==> src/aih_pkg.sv <==
// ----------------------------------------------------------------------------
// Anagram-invariant hash package
// Shared constants, payload structs and control structs for the sort chain
// and the hash accumulator.
// ----------------------------------------------------------------------------
package aih_pkg;

  // Room in the sort chain, in characters.
  localparam int MAX_LEN = 32;
  // Width of the character counter: it must hold MAX_LEN itself.
  localparam int CNT_W = $clog2(MAX_LEN + 1);

  localparam int CHAR_W = 8;
  localparam int HASH_W = 32;
  localparam int LEN_W  = 6;

  localparam logic [HASH_W-1:0] HASH_SEED  = 32'd5381;
  localparam int                HASH_SHIFT = 5;

  typedef struct packed {
    logic signed [CHAR_W-1:0] char_code;
    logic                     last_char;
  } in_word_t;

  typedef struct packed {
    logic [HASH_W-1:0] hash_value;
    logic [LEN_W-1:0]  word_length;
    logic              overflow;
  } out_word_t;

  // Command broadcast to every cell of the chain.
  typedef struct packed {
    logic                     insert;
    logic                     shift;
    logic signed [CHAR_W-1:0] char_code;
  } cell_ctrl_t;

  // Command to the hash accumulator.
  typedef struct packed {
    logic                     init;
    logic                     step;
    logic signed [CHAR_W-1:0] char_code;
  } hash_ctrl_t;

endpackage

==> src/aih_cell.sv <==
// ----------------------------------------------------------------------------
// Sort chain cell
// Holds one character. On insert it keeps its value, takes its left
// neighbour's value or takes the new character; on shift it takes its right
// neighbour's value so the chain drains towards cell zero.
// ----------------------------------------------------------------------------
module aih_cell
  import aih_pkg::*;
(
  input  logic                     clk,
  input  cell_ctrl_t               ctrl,
  input  logic                     occupied,
  input  logic                     tail,
  input  logic                     prev_gt,
  input  logic signed [CHAR_W-1:0] prev_val,
  input  logic signed [CHAR_W-1:0] next_val,
  output logic                     gt,
  output logic signed [CHAR_W-1:0] val
);

  // Stored characters greater than the new one move one place right, so
  // equal characters stay ahead of the newcomer.
  assign gt = occupied && (val > ctrl.char_code);

  always_ff @(posedge clk) begin
    if (ctrl.insert) begin
      if (gt) begin
        val <= prev_gt ? prev_val : ctrl.char_code;
      end else if (tail) begin
        // The tail takes the largest stored character when the chain moves
        // right, and the new character only when nothing is greater.
        val <= prev_gt ? prev_val : ctrl.char_code;
      end
    end else if (ctrl.shift) begin
      val <= next_val;
    end
  end

endmodule

==> src/aih_hash.sv <==
// ----------------------------------------------------------------------------
// Hash accumulator
// Runs the hash recurrence h = h * 33 + c with c sign-extended, one
// character per cycle, wrapping at 32 bits.
// ----------------------------------------------------------------------------
module aih_hash
  import aih_pkg::*;
(
  input  logic              clk,
  input  hash_ctrl_t        ctrl,
  output logic [HASH_W-1:0] hash
);

  logic [HASH_W-1:0] char_ext;

  assign char_ext = {{(HASH_W-CHAR_W){ctrl.char_code[CHAR_W-1]}}, ctrl.char_code};

  always_ff @(posedge clk) begin
    if (ctrl.init) begin
      hash <= HASH_SEED;
    end else if (ctrl.step) begin
      hash <= (hash << HASH_SHIFT) + hash + char_ext;
    end
  end

endmodule

==> src/anagram_invariant_hash.sv <==
// ----------------------------------------------------------------------------
// Anagram-invariant hash, top level
// Sorts the characters of a word in a chain of cells and hashes the sorted
// word, so that every anagram of a word gives the same hash.
// ----------------------------------------------------------------------------
// Words that are not the last of a string only enter the chain. After the last
// word of a string, the stored characters are walked out of the chain into the
// hash accumulator, and the result is registered once the output register is
// free. No new word is taken until the walk of the chain has finished and the
// result has been registered.
// Reset (rst, synchronous) empties the chain and clears the overflow flag.
// ----------------------------------------------------------------------------
module anagram_invariant_hash
  import aih_pkg::*;
(
  input  logic      clk,
  input  logic      rst,
  input  logic      in_valid,
  output logic      in_ready,
  input  in_word_t  in_data,
  output logic      out_valid,
  input  logic      out_ready,
  output out_word_t out_data
);

  typedef enum logic {
    S_IDLE,
    S_HASH
  } state_t;

  state_t            state;
  logic [CNT_W-1:0]  char_count;
  logic              overflow_seen;
  logic [CNT_W-1:0]  len_hold;
  logic              ovf_hold;

  logic              in_fire;
  logic              char_nonzero;
  logic              store_full;
  logic              do_insert;
  logic              walk_done;
  logic              load_result;
  logic [CNT_W-1:0]  count_after;

  cell_ctrl_t        cell_ctrl;
  hash_ctrl_t        hash_ctrl;
  logic [HASH_W-1:0] hash;

  logic signed [CHAR_W-1:0] cell_val [MAX_LEN];
  logic                     cell_gt  [MAX_LEN];

  // Words are taken only while no walk is under way; a zero character is never
  // stored and does not end the string, and a character that finds the chain
  // full is dropped and marks the string as overflowed.
  assign in_ready     = (state == S_IDLE);
  assign in_fire      = in_valid && in_ready;
  assign char_nonzero = (in_data.char_code != '0);
  assign store_full   = (char_count == CNT_W'(MAX_LEN));
  assign do_insert    = in_fire && char_nonzero && !store_full;
  assign count_after  = do_insert ? char_count + CNT_W'(1) : char_count;

  // The walk drains the chain towards cell zero, one character per cycle,
  // counting the stored characters down to zero. The result waits in the hash
  // accumulator until the output register is free.
  assign walk_done   = (state == S_HASH) && (char_count == '0);
  assign load_result = walk_done && (!out_valid || out_ready);

  always_comb begin
    cell_ctrl.insert    = do_insert;
    cell_ctrl.shift     = (state == S_HASH) && (char_count != '0);
    cell_ctrl.char_code = in_data.char_code;

    hash_ctrl.init      = in_fire && in_data.last_char;
    hash_ctrl.step      = cell_ctrl.shift;
    hash_ctrl.char_code = cell_val[0];
  end

  // The chain of cells. Each cell is occupied while its index is below the
  // character count; the first free cell is the tail where a new largest
  // character lands.
  for (genvar i = 0; i < MAX_LEN; i++) begin : g_cell
    logic                     occupied;
    logic                     tail;
    logic                     prev_gt;
    logic signed [CHAR_W-1:0] prev_val;
    logic signed [CHAR_W-1:0] next_val;

    assign occupied = (CNT_W'(i) < char_count);
    assign tail     = (CNT_W'(i) == char_count);

    if (i == 0) begin : g_first
      assign prev_gt  = 1'b0;
      assign prev_val = '0;
    end else begin : g_inner
      assign prev_gt  = cell_gt[i-1];
      assign prev_val = cell_val[i-1];
    end

    if (i == MAX_LEN - 1) begin : g_last
      assign next_val = '0;
    end else begin : g_body
      assign next_val = cell_val[i+1];
    end

    aih_cell u_cell (
      .clk      (clk),
      .ctrl     (cell_ctrl),
      .occupied (occupied),
      .tail     (tail),
      .prev_gt  (prev_gt),
      .prev_val (prev_val),
      .next_val (next_val),
      .gt       (cell_gt[i]),
      .val      (cell_val[i])
    );
  end

  aih_hash u_hash (
    .clk  (clk),
    .ctrl (hash_ctrl),
    .hash (hash)
  );

  // Control: state, character count, overflow flag and the output register.
  always_ff @(posedge clk) begin
    if (rst) begin
      state         <= S_IDLE;
      char_count    <= '0;
      overflow_seen <= 1'b0;
      out_valid     <= 1'b0;
    end else begin
      // A new result may replace one that leaves in the same cycle.
      if (load_result) begin
        out_valid <= 1'b1;
      end else if (out_valid && out_ready) begin
        out_valid <= 1'b0;
      end
      unique case (state)
        S_IDLE: begin
          if (in_fire) begin
            char_count <= count_after;
            if (in_data.last_char) begin
              // The counter now paces the walk, so the length and the
              // overflow flag of the word are held aside.
              len_hold      <= count_after;
              ovf_hold      <= overflow_seen || (char_nonzero && store_full);
              overflow_seen <= 1'b0;
              state         <= S_HASH;
            end else if (char_nonzero && store_full) begin
              overflow_seen <= 1'b1;
            end
          end
        end
        S_HASH: begin
          if (char_count != '0) begin
            char_count <= char_count - CNT_W'(1);
          end else if (load_result) begin
            out_data.hash_value  <= hash;
            out_data.word_length <= LEN_W'(len_hold);
            out_data.overflow    <= ovf_hold;
            state                <= S_IDLE;
          end
        end
        default: begin
          state <= S_IDLE;
        end
      endcase
    end
  end

  // The character count never exceeds the room in the chain.
  a_count_bound : assert property (@(posedge clk) disable iff (rst)
    char_count <= CNT_W'(MAX_LEN))
    else $error("character count beyond chain length");

  // The walk counts down by exactly one each cycle while characters remain.
  a_walk_step : assert property (@(posedge clk) disable iff (rst)
    (state == S_HASH) && (char_count != '0) |=>
      (char_count == $past(char_count) - CNT_W'(1)))
    else $error("walk counter did not step down");

  // The last word of a string always starts a walk.
  a_last_walks : assert property (@(posedge clk) disable iff (rst)
    in_fire && in_data.last_char |=> (state == S_HASH))
    else $error("last word did not start the hash walk");

  // A result is loaded only once the chain has been fully drained.
  a_load_drained : assert property (@(posedge clk) disable iff (rst)
    load_result |-> (char_count == '0) && (state == S_HASH))
    else $error("result loaded before the walk finished");

endmodule

==> config.mk <==
export PLATFORM = sky130hd
export DESIGN_NAME = anagram_invariant_hash
export DESIGN_NICKNAME = d
export VERILOG_FILES = /design/src/aih_pkg.sv /design/src/aih_cell.sv /design/src/aih_hash.sv /design/src/anagram_invariant_hash.sv
export SDC_FILE = /design/constraint.sdc
export NUM_CORES = 1
export LEC_CHECK = 0
export ABC_AREA = 1
export BUFFER_PORTS_ARGS = -buffer_cell sky130_fd_sc_hd__buf_2
export CORE_MARGIN = 2
export CORE_UTILIZATION = 43
export CTS_BUF_LIST = sky130_fd_sc_hd__clkbuf_8
export DETAILED_ROUTE_END_ITERATION = 10
export PLACE_DENSITY = 0.69
export SYNTH_ARGS = -nofsm -noshare
export SYNTH_HDL_FRONTEND = slang
export SYNTH_SLANG_ARGS = --single-unit
==> constraint.sdc <==
create_clock -name clk -period 9.58 [get_ports clk]
set_clock_uncertainty 0.05 [all_clocks]
set_input_delay 0.479 -clock clk [delete_from_list [all_inputs] [get_ports clk]]
set_output_delay 0.479 -clock clk [all_outputs]
set_load 0.02 [all_outputs]
# == Word level (Yosys, flattened, before mapping) ==
# Cells that the tools add are included.
# word_totals
wordCells,438
memories,0
register_bits,343
latchBits,0
ram_bits,0
inputBits,13
mem_bits_ro,0
output_inout_bits,41
# op_classes
n_div,0
bitwise,3
mul,0
order_cmp,64
reduce_logical,87
eq_ne,66
addsub,4
mux,172
shift,0
# op_table
cell,n
8-bit 2-to-1 mux,159
8-bit greater-than comparator,32
5-bit by 6-bit equality test with 1-bit output (first input constant),16
5-bit by 6-bit < comparator with 1-bit output (first input constant),16
3-bit by 1-bit inequality test with 1-bit output (second input constant),32
2-bit AND reduction,33
32-bit adder,2
4-bit by 6-bit equality test with 1-bit output (first input constant),8
4-bit by 6-bit < comparator with 1-bit output (first input constant),8
1-bit logical AND,41
3-bit by 6-bit equality test with 1-bit output (first input constant),4
3-bit by 6-bit < comparator with 1-bit output (first input constant),4
6-bit 2-to-1 mux,3
2-bit by 6-bit equality test with 1-bit output (first input constant),2
1-bit by 6-bit < comparator with 1-bit output (first input constant),2
2-bit by 6-bit < comparator with 1-bit output (first input constant),2
6-bit one-hot mux with 2 select lines,1
1-bit 2-to-1 mux,8
4-bit AND reduction,2
8-bit nonzero test,1
6-bit by 1-bit adder with 6-bit output (second input constant),1
1-bit by 6-bit equality test with 1-bit output (first input constant),1
6-bit equality test (second input constant),1
6-bit zero test,1
other kinds (9),16

# == Depth between registers and ports, before layout ==
# Gate-level depths: netlist of the first run.
# logic_depth
ltp_word,7
depth_mapped,16
mapped_depth_nobuf,16

# == Cells and area by module ==
# A second synthesis of the first run with hierarchy kept.
# hier_totals
hier_cells,3801
area_unflattened_um2,27781.6
# modules_own_cells
mod,n_inst,seq_area_each_um2,cells_per_inst,area_each_um2
aih_cell,32,240.2,89,659.4
aih_hash,1,640.6,678,4070.2
anagram_invariant_hash,1,1561.5,275,2611.3

# == Worst setup path before layout of the first run ==
# OpenSTA, ideal clock, no wires.
# synth_timing
path_kind,input port to flip-flop
start,input in_data[8] (netlist name)
end,"register g_cell[5].u_cell.val[0], enable pin"
path_buffers,1
path_stages,9
t_arrival_ns,3.299
slack_ns,5.856
setup_time_ns,0.375
required_ns,9.155
cell_sequence,inv_1 clkbuf_1 ha_1 a21oi_1 o21a_1 nand2_1 nand2_1 nand3_1 a21oi_1
# synth_via
elab_chain_len,5
elab_cells_between_ends,8
cone_classes,order compare: 1; eq/ne: 1; reduce/logical: 6
# synth_rtl
item,line,text
from (decl),anagram_invariant_hash.sv:20,"input in_word_t in_data,"
branches (longest 4 deep; another with 8-bit greater-than comparator),n/a,
2-bit AND reduction (no line) *,n/a,
to (signal assigned),aih_cell.sv:28,val <= prev_gt ? prev_val : ctrl.char_code;
to (signal assigned),aih_cell.sv:32,val <= prev_gt ? prev_val : ctrl.char_code;
to (signal assigned),aih_cell.sv:35,val <= next_val;
to (decl),aih_cell.sv:18,output logic signed [CHAR_W-1:0] val
# Mark *: on every way between the ends.
# A chain may end at the register's enable or synchronous reset.

# == Worst setup path after layout of the first run ==
# layout_timing
start,register char_count[0]
end,"register g_cell[8].u_cell.val[2], enable pin"
# layout_via
elab_chain_len,5
elab_cells_between_ends,11
cone_classes,order compare: 1; eq/ne: 3; reduce/logical: 7
# layout_rtl
item,line,text
from (decl),anagram_invariant_hash.sv:32,logic [CNT_W-1:0] char_count;
from (signal assigned),anagram_invariant_hash.sv:141,char_count <= count_after;
from (signal assigned),anagram_invariant_hash.sv:156,char_count <= char_count - CNT_W'(1);
branches (longest 4 deep; another with 4-bit by 6-bit < comparator with 1-bit output),n/a,
2-bit AND reduction (no line) *,n/a,
to (signal assigned),aih_cell.sv:28,
to (signal assigned),aih_cell.sv:32,
to (signal assigned),aih_cell.sv:35,
to (decl),aih_cell.sv:18,
# Marks and branches as above.

==> results.py, run 1 <==
metrics = {
    "setup_path": {
        "worst_r2r_setup_slack_ns": 5.20,
        "reg2reg_depth": 10,
        "critical_path_required_ns": 9.87,
        "worst_setup_path_end_kind": "flop",
        "worst_r2r_startpoint": "char_count[0]",
        "critical_path_class": "flop to flop",
        "worst-endpoint-arrival_ns": 4.67,
        "crit_fanout": 51,
        "r2r-end": "g_cell[8].u_cell.val[2]",
        "critPathLaunchType": "flop",
    },
    "synth": {
        "post-synth-top-area-cell": "edfxtp_1",
        "syn-num-nets": 4066,
        "synth.yosys.warnings": 0,
        "synth.area.top_cells": "edfxtp_1 (33%), nand2_1 (17%), ha_1 (13%)",
        "synthesis.area_um2": 27700,
        "ys_seq_elements": 343,
        "netlist_instances": 3731,
        "synth_largest_type_area_fraction_pct": 32.7,
        "syn_avg_cell_area_um2": 7.44,
        "synth_ff_type": "edfxtp_1",
        "edff_count_synth": 302,
        "post_synth_num_cell_types": 51,
        "yosysSeqAreaShare_pct": 35.6,
        "async_flop_share_pct": 0,
    },
    "cells_and_area": {
        "finalNetCount": 4094,
        "final_cell_mix": "nand2_1 (1266), inv_1 (482), nand3_1 (447)",
        "syn_to_final_growth_pct": 7.79,
        "post_route_cells_drive_above_1_share_pct": 5.86,
        "fillCellCount": 6392,
        "mostFrequentLayoutCell": "nand2_1",
    },
    "placement": {
        "post-dp-hpwl_um": 56300,
        "port-buffer-count": 53,
        "place_congestion": 0.915,
    },
    "floorplanning": {
        "die_area_um2": 66600,
        "num_rows": 93,
        "fp.dieH_um": 258,
        "num_io_pins": 54,
        "start_util_pct": 43.3,
        "die_width_um": 258,
        "core_area_um2": 64100,
    },
    "timing": {
        "setup-tns-final_ns": 0,
        "slew-limit-headroom_pct": 24.7,
        "clock.fmax_mhz": 228,
        "final_hold_viol_count": 0,
        "finalCriticalPeriod_ns": 4.38,
        "tightestPinTransition_ns": 1.13,
        "post-route-period-util_pct": 45.7,
        "setup_viol_count_final": 0,
        "rsz0062_at_grt": "no",
        "number_of_pins_exceeding_their_max_slew_limit_in_the_final_report": 0,
    },
    "clock_tree": {
        "cts-root-buf": "clkbuf_8",
        "h_tree_levels": 2,
        "clk_pin_slew_worst_paths_ns": 0.07,
        "worst_skew_pair.late_latency_ns": 0.71,
        "post-cts-setup-buffer-count": 0,
        "tritoncts.num_buffers": 61,
        "clock_path_buffers": 3,
        "cts_tree": "done",
        "clk_sink_count": 343,
    },
    "global_route": {
        "global_route_met1_utilization_pct": 32.8,
        "global_routing_usage_on_met2_pct": 38.6,
        "met3_usage_pct": 3.23,
        "grt_use_total_pct": 23.9,
        "grt_start_max_net_pins": 190,
        "first_pass_grt_wire_length_um": 127000,
        "number_of_global_route_vias_before_repair": 23600,
        "global_route.peak_usage_layer": "met2",
        "grt_antenna_before_repair": 2,
        "globalRouteOverflowTotal": 0,
    },
    "worst_hold_path": {
        "worst_min_path_start": "in_data[2]",
        "worstHoldPathCells": 3,
        "min-delay-path-class": "input port to flop",
        "whs_endpoint": "g_cell[0].u_cell.val[1]",
    },
    "run_status": {
        "outcome": "finished clean",
    },
    "power_and_ir_drop": {
        "p_per_area_nw_per_um2": 264,
        "fin_total_pwr_mw": 7.89,
        "highest_ir_drop_seen_on_vdd_mv": 0.134,
        "cellLeakagePower_nw": 15.0,
    },
    "drt": {
        "dr_pass1_iterations": 6,
        "vias_per_cell": 5.38,
        "routed_wirelength_um": 80500,
        "drt_drc_violations_left": 0,
        "drt_first_iter_violations": 2422,
        "wl_per_cell_um": 17.3,
        "route.vias.total": 25100,
        "antenna_violating_nets_post_route": 0,
    },
    "flow_run": {
        "maxCapViolations": 0,
    },
}
-- what timing repair did --
action,in CTS,in global routing
endpoints found under the hold margin,2,0
hold buffers,1,0
resized for setup,0,0
-- through the flow --
step           utilization [%]  cells  area, um^2  setup slack, ns  hold WS [ns]
2_1_floorplan                -   3731       27700             5.86         0.350
3_3_place_gp              44.8   4550       28700             5.12         0.351
3_5_place_dp              44.8   4550       28700             5.07         0.355
4_1_cts                   46.6   4663       29900             5.26        0.0253
5_1_grt                   46.6   4664       29900             4.93        0.0463
6_report                  46.6   4664       29900             5.20        0.0642
-- final cells by class --
class	count	area, um^2	share of cell area, %
antenna	1	2.50	0.00837
clock inverter	48	317	1.06
inverter	499	1880	6.30
sequential	343	9890	33.1
timing repair buffer	71	415	1.39
clock buffer	64	881	2.95
multi-input combinational	2783	15400	51.7
tap	855	1070	3.58
-- registers in the layout (all words and copies together), names as in the netlist --
| name | cells |
|---|---|
| u_hash.hash | 32 |
| state | 1 |
| ovf_hold | 1 |
| out_valid | 1 |
| len_hold | 6 |
| overflow_seen | 1 |
| out_data | 39 |
| g_cell.u_cell.val | 256 |
| char_count | 6 |
-- power breakdown --
part | switching [mW] | leakage, nW | internal (mW) | total (mW)
Combinational | 2.70 | 11.1 | 1.36 | 4.05
Sequential | 0.364 | 3.22 | 2.08 | 2.44
Clock | 0.664 | 0.662 | 0.726 | 1.39
-- layer usage --
metal | share of wire (%) | up-vias
li1 | - | 12500
met2 | 46 | 884
met4 | 3.2 | 0
met3 | 7.4 | 187
met5 | 0 | -
met1 | 44 | 11500
-- cell families (layout without fill, tap and decap cells) --
| kind of cell | after synthesis | after routing | synth area share, % |
|---|---|---|---|
| compound gates | 320 | 320 | 6.79 |
| xor+xnor | 20 | 20 | 0.631 |
| fa+ha+maj | 322 | 322 | 15.3 |
| buf+inv | 605 | 682 | 8.70 |
| flops | 343 | 343 | 35.6 |
| other cells | 0 | 1 | 0 |
| simple gates | 2121 | 2121 | 33.0 |
-- synthesized netlist by cell type, types with 4 or more instances --
library cell  instances
inv_1               475
a21oi_2               4
edfxtp_1            302
buf_1                 8
nand4_1             138
nor2_1              205
nand3b_1             12
a31oi_1              21
a31oi_4               5
fa_1                 27
clkbuf_1             46
o21bai_1             10
o21a_1               19
dfxtp_1              41
ha_1                295
inv_2                 9
o21ai_0              70
nand3_1             447
nor2_4                5
xnor2_1               8
buf_2                25
buf_4                25
a21oi_1             169
clkinv_1             13
xor2_1               12
nor3_1               12
o21ai_1               6
nand2_4               6
nand3_2              12
nand2_2              11
nand2_1            1266
-- worst max-delay path, cell delays in order (launching register included) --
cell	delay (ns)
dfxtp_1	0.59
inv_1	0.17
ha_1	0.35
nand2_1	0.16
nor2_1	0.08
inv_2	0.14
nand2_2	0.26
inv_2	0.78
nor2_4	0.29
buf_4	0.36
a31oi_1	0.72
-- worst max path at each step --
| stage | startpoint | endpoint | depth (start not counted) |
|---|---|---|---|
| after global placement | in_data[2] | g_cell[9].u_cell.val[2] | 10 |
| final | char_count[0] | g_cell[8].u_cell.val[2] | 10 |
| after floorplan | in_data[8] | g_cell[5].u_cell.val[0] | 9 |
| after CTS | char_count[0] | g_cell[19].u_cell.val[4] | 10 |
| after global routing | char_count[0] | g_cell[18].u_cell.val[7] | 10 |
| after detailed placement | in_data[2] | g_cell[14].u_cell.val[1] | 10 |
No activity file was read; power rests on OpenSTA's default activity.
==> inputs of run 2 (changes only) <==
--- a/config.mk
+++ b/config.mk
@@ -11,7 +11,7 @@
 export CORE_UTILIZATION = 43
 export CTS_BUF_LIST = sky130_fd_sc_hd__clkbuf_8
 export DETAILED_ROUTE_END_ITERATION = 10
-export PLACE_DENSITY = 0.69
+export PLACE_DENSITY = 0.71
 export SYNTH_ARGS = -nofsm -noshare
 export SYNTH_HDL_FRONTEND = slang
 export SYNTH_SLANG_ARGS = --single-unit
==> constraint.sdc (replaced) <==
create_clock -name clk -period 3.5 [get_ports clk]
set_clock_uncertainty 0.05 [all_clocks]
set_input_delay 0.175 -clock clk [delete_from_list [all_inputs] [get_ports clk]]
set_output_delay 0.175 -clock clk [all_outputs]
set_load 0.02 [all_outputs]
==> run 2 against run 1 <==
  * Clock-buffer cell count increased by 6
  * Register-to-register slack got worse by 4.7 ns
  * Routed wire length increased by 0.95%
  * Maximum frequency increased by 48%
  * Utilization increased by 1.5 points
  * First-iteration DRC count increased by 4.9%
  * Hold slack improved by 0.030 ns
  * Critical endpoint is now g_cell[12].u_cell.val[0]
  * Largest cell class unchanged
==> results.py, run 2 (synthesis gave the netlist of run 1 again) <==
metrics = {
    "timing": {
        "finalCriticalPeriod_ns": 2.96,
        "final_hold_viol_count": 0,
        "rsz0062_at_grt": "no",
        "tightestPinTransition_ns": 0.884,
        "slew-limit-headroom_pct": 41.1,
        "clock.fmax_mhz": 337,
        "post-route-period-util_pct": 84.7,
        "number_of_pins_exceeding_their_max_slew_limit_in_the_final_report": 0,
        "setup_ws_ns": 0.536,
        "setup-tns-final_ns": 0,
        "setup_viol_count_final": 0,
    },
    "floorplanning": {
        "start_util_pct": 43.3,
        "num_io_pins": 54,
        "die_width_um": 258,
        "die_area_um2": 66600,
        "core_area_um2": 64100,
        "num_rows": 93,
        "fp.dieH_um": 258,
    },
    "drt": {
        "route.vias.total": 25600,
        "dr_pass1_iterations": 7,
        "routed_wirelength_um": 81300,
        "drt_first_iter_violations": 2541,
        "antenna_violating_nets_post_route": 0,
        "wl_per_cell_um": 17.1,
        "drt_drc_violations_left": 0,
        "vias_per_cell": 5.40,
    },
    "setup_path": {
        "worst_setup_path_end_kind": "flop",
        "reg2reg_depth": 11,
        "critical_path_required_ns": 3.85,
        "critical_path_class": "flop to flop",
        "critPathLaunchType": "flop",
        "crit_fanout": 18,
        "worst-endpoint-arrival_ns": 3.31,
    },
    "cells_and_area": {
        "post_route_cells_drive_above_1_share_pct": 7.79,
        "area_of_the_multi_input_gates_um2": 15400,
        "mostFrequentLayoutCell": "nand2_1",
        "fillCellCount": 6254,
        "syn_to_final_growth_pct": 11.3,
        "finalNetCount": 4176,
        "reg.largest.list": "g_cell.u_cell.val (256), out_data (39), u_hash.hash (32)",
        "final_cell_mix": "nand2_1 (1266), inv_1 (484), nand3_1 (447)",
        "largest_register_ffs": 256,
        "max_flop_register": "g_cell.u_cell.val",
        "sequential_cell_area_um2": 9890,
    },
    "flow_run": {
        "maxCapViolations": 0,
    },
    "global_route": {
        "grt_antenna_before_repair": 2,
        "number_of_global_route_vias_before_repair": 24100,
        "grt_use_total_pct": 24.2,
        "grt_start_max_net_pins": 199,
        "globalRouteOverflowTotal": 0,
        "first_pass_grt_wire_length_um": 129000,
    },
    "placement": {
        "place_congestion": 0.937,
        "place_worst_setup_slack_ns": 0.599,
        "post-dp-hpwl_um": 58600,
        "port-buffer-count": 53,
    },
    "clock_tree": {
        "post-cts-setup-buffer-count": 0,
        "cts_tree": "done",
        "clock_path_buffers": 3,
        "tritoncts.num_buffers": 66,
        "cts-root-buf": "clkbuf_8",
        "clk_pin_slew_worst_paths_ns": 0.06,
        "h_tree_levels": 3,
        "postCtsResizedCells": 0,
        "clk_sink_count": 343,
        "worst_skew_pair.late_latency_ns": 0.66,
    },
    "worst_hold_path": {
        "worstHoldPathCells": 5,
        "min-delay-path-class": "input port to flop",
    },
    "power_and_ir_drop": {
        "p_per_area_nw_per_um2": 721,
        "cellLeakagePower_nw": 15.5,
        "highest_ir_drop_seen_on_vdd_mv": 0.403,
    },
    "run_status": {
        "outcome": "finished clean",
    },
}
-- run 2: changes by cell type in the layout (fill, tap and decap cells not counted) --
cell,before,now
inv_1,482,484
bufinv_16,4,6
inv_8,1,3
inv_6,0,2
clkbuf_8,64,70
buf_12,1,18
buf_4,16,68
clkinv_1,31,25
dlygate4sd3_1,1,9
clkinv_2,10,9
-- run 2: layout make-up --
cell class,instances,share of cell area [%]
diodes,1,0.00810
clock buffers,70,3.12
clock inverters,49,1.28
inverters,499,6.10
multi-input cells,2783,50.0
flip-flops and latches,343,32.0
well taps,855,3.46
repair buffers,148,3.97
-- run 2: path summary, 6_finish.rpt --
check,start,end,slack [ns]
hold reg to reg,ovf_hold,out_data[0],0.38
setup reg to reg,char_count[1],g_cell[12].u_cell.val[0],0.54
setup / recovery,char_count[1],g_cell[12].u_cell.val[0],0.54
hold / removal,in_valid,char_count[1],0.09
-- run 2: stage by stage --
step	power [mW]	hold slack (ns)	utilization, %	instance area, um^2	std cells
after floorplan	14.9	0.194	-	27700	3731
after global placement	17.7	0.355	45.9	29400	4619
after detailed placement	17.9	0.356	45.9	29400	4619
after CTS	22.2	0.0604	48.2	30900	4747
after global routing	24.3	0.0880	48.2	30900	4748
final	22.3	0.0942	48.2	30900	4748
-- run 2: repair_timing --
item / CTS / global route
hold buffers: 9 / 0
endpoints found under the setup margin: 0 / 0
endpoints found under the hold margin: 31 / 0
-- run 2: critical path, stage by stage (launching register included) --
cell     delay (ns)
dfxtp_1        0.31
inv_1          0.17
ha_1           0.40
nand2_1        0.15
nor2_1         0.34
inv_2          0.14
nand2_2        0.28
inv_2          0.10
nor2_4         0.12
buf_4          0.34
a31oi_1        0.08
buf_4          0.21
-- run 2: routing by layer --
metal,global-route usage [%],part of all wire [%],up-vias
li1,-,-,12700
met1,32.7,43,11700
met2,39.2,45,1062
met3,4.03,8.8,171
met4,8.11,2.9,2
met5,0,0.016,-
-- run 2: report_power, final --
group	switching [mW]	internal [mW]	leakage [nW]
registers	1.02	5.68	3.22
clock network	1.89	2.32	0.752
logic	7.46	3.89	11.6
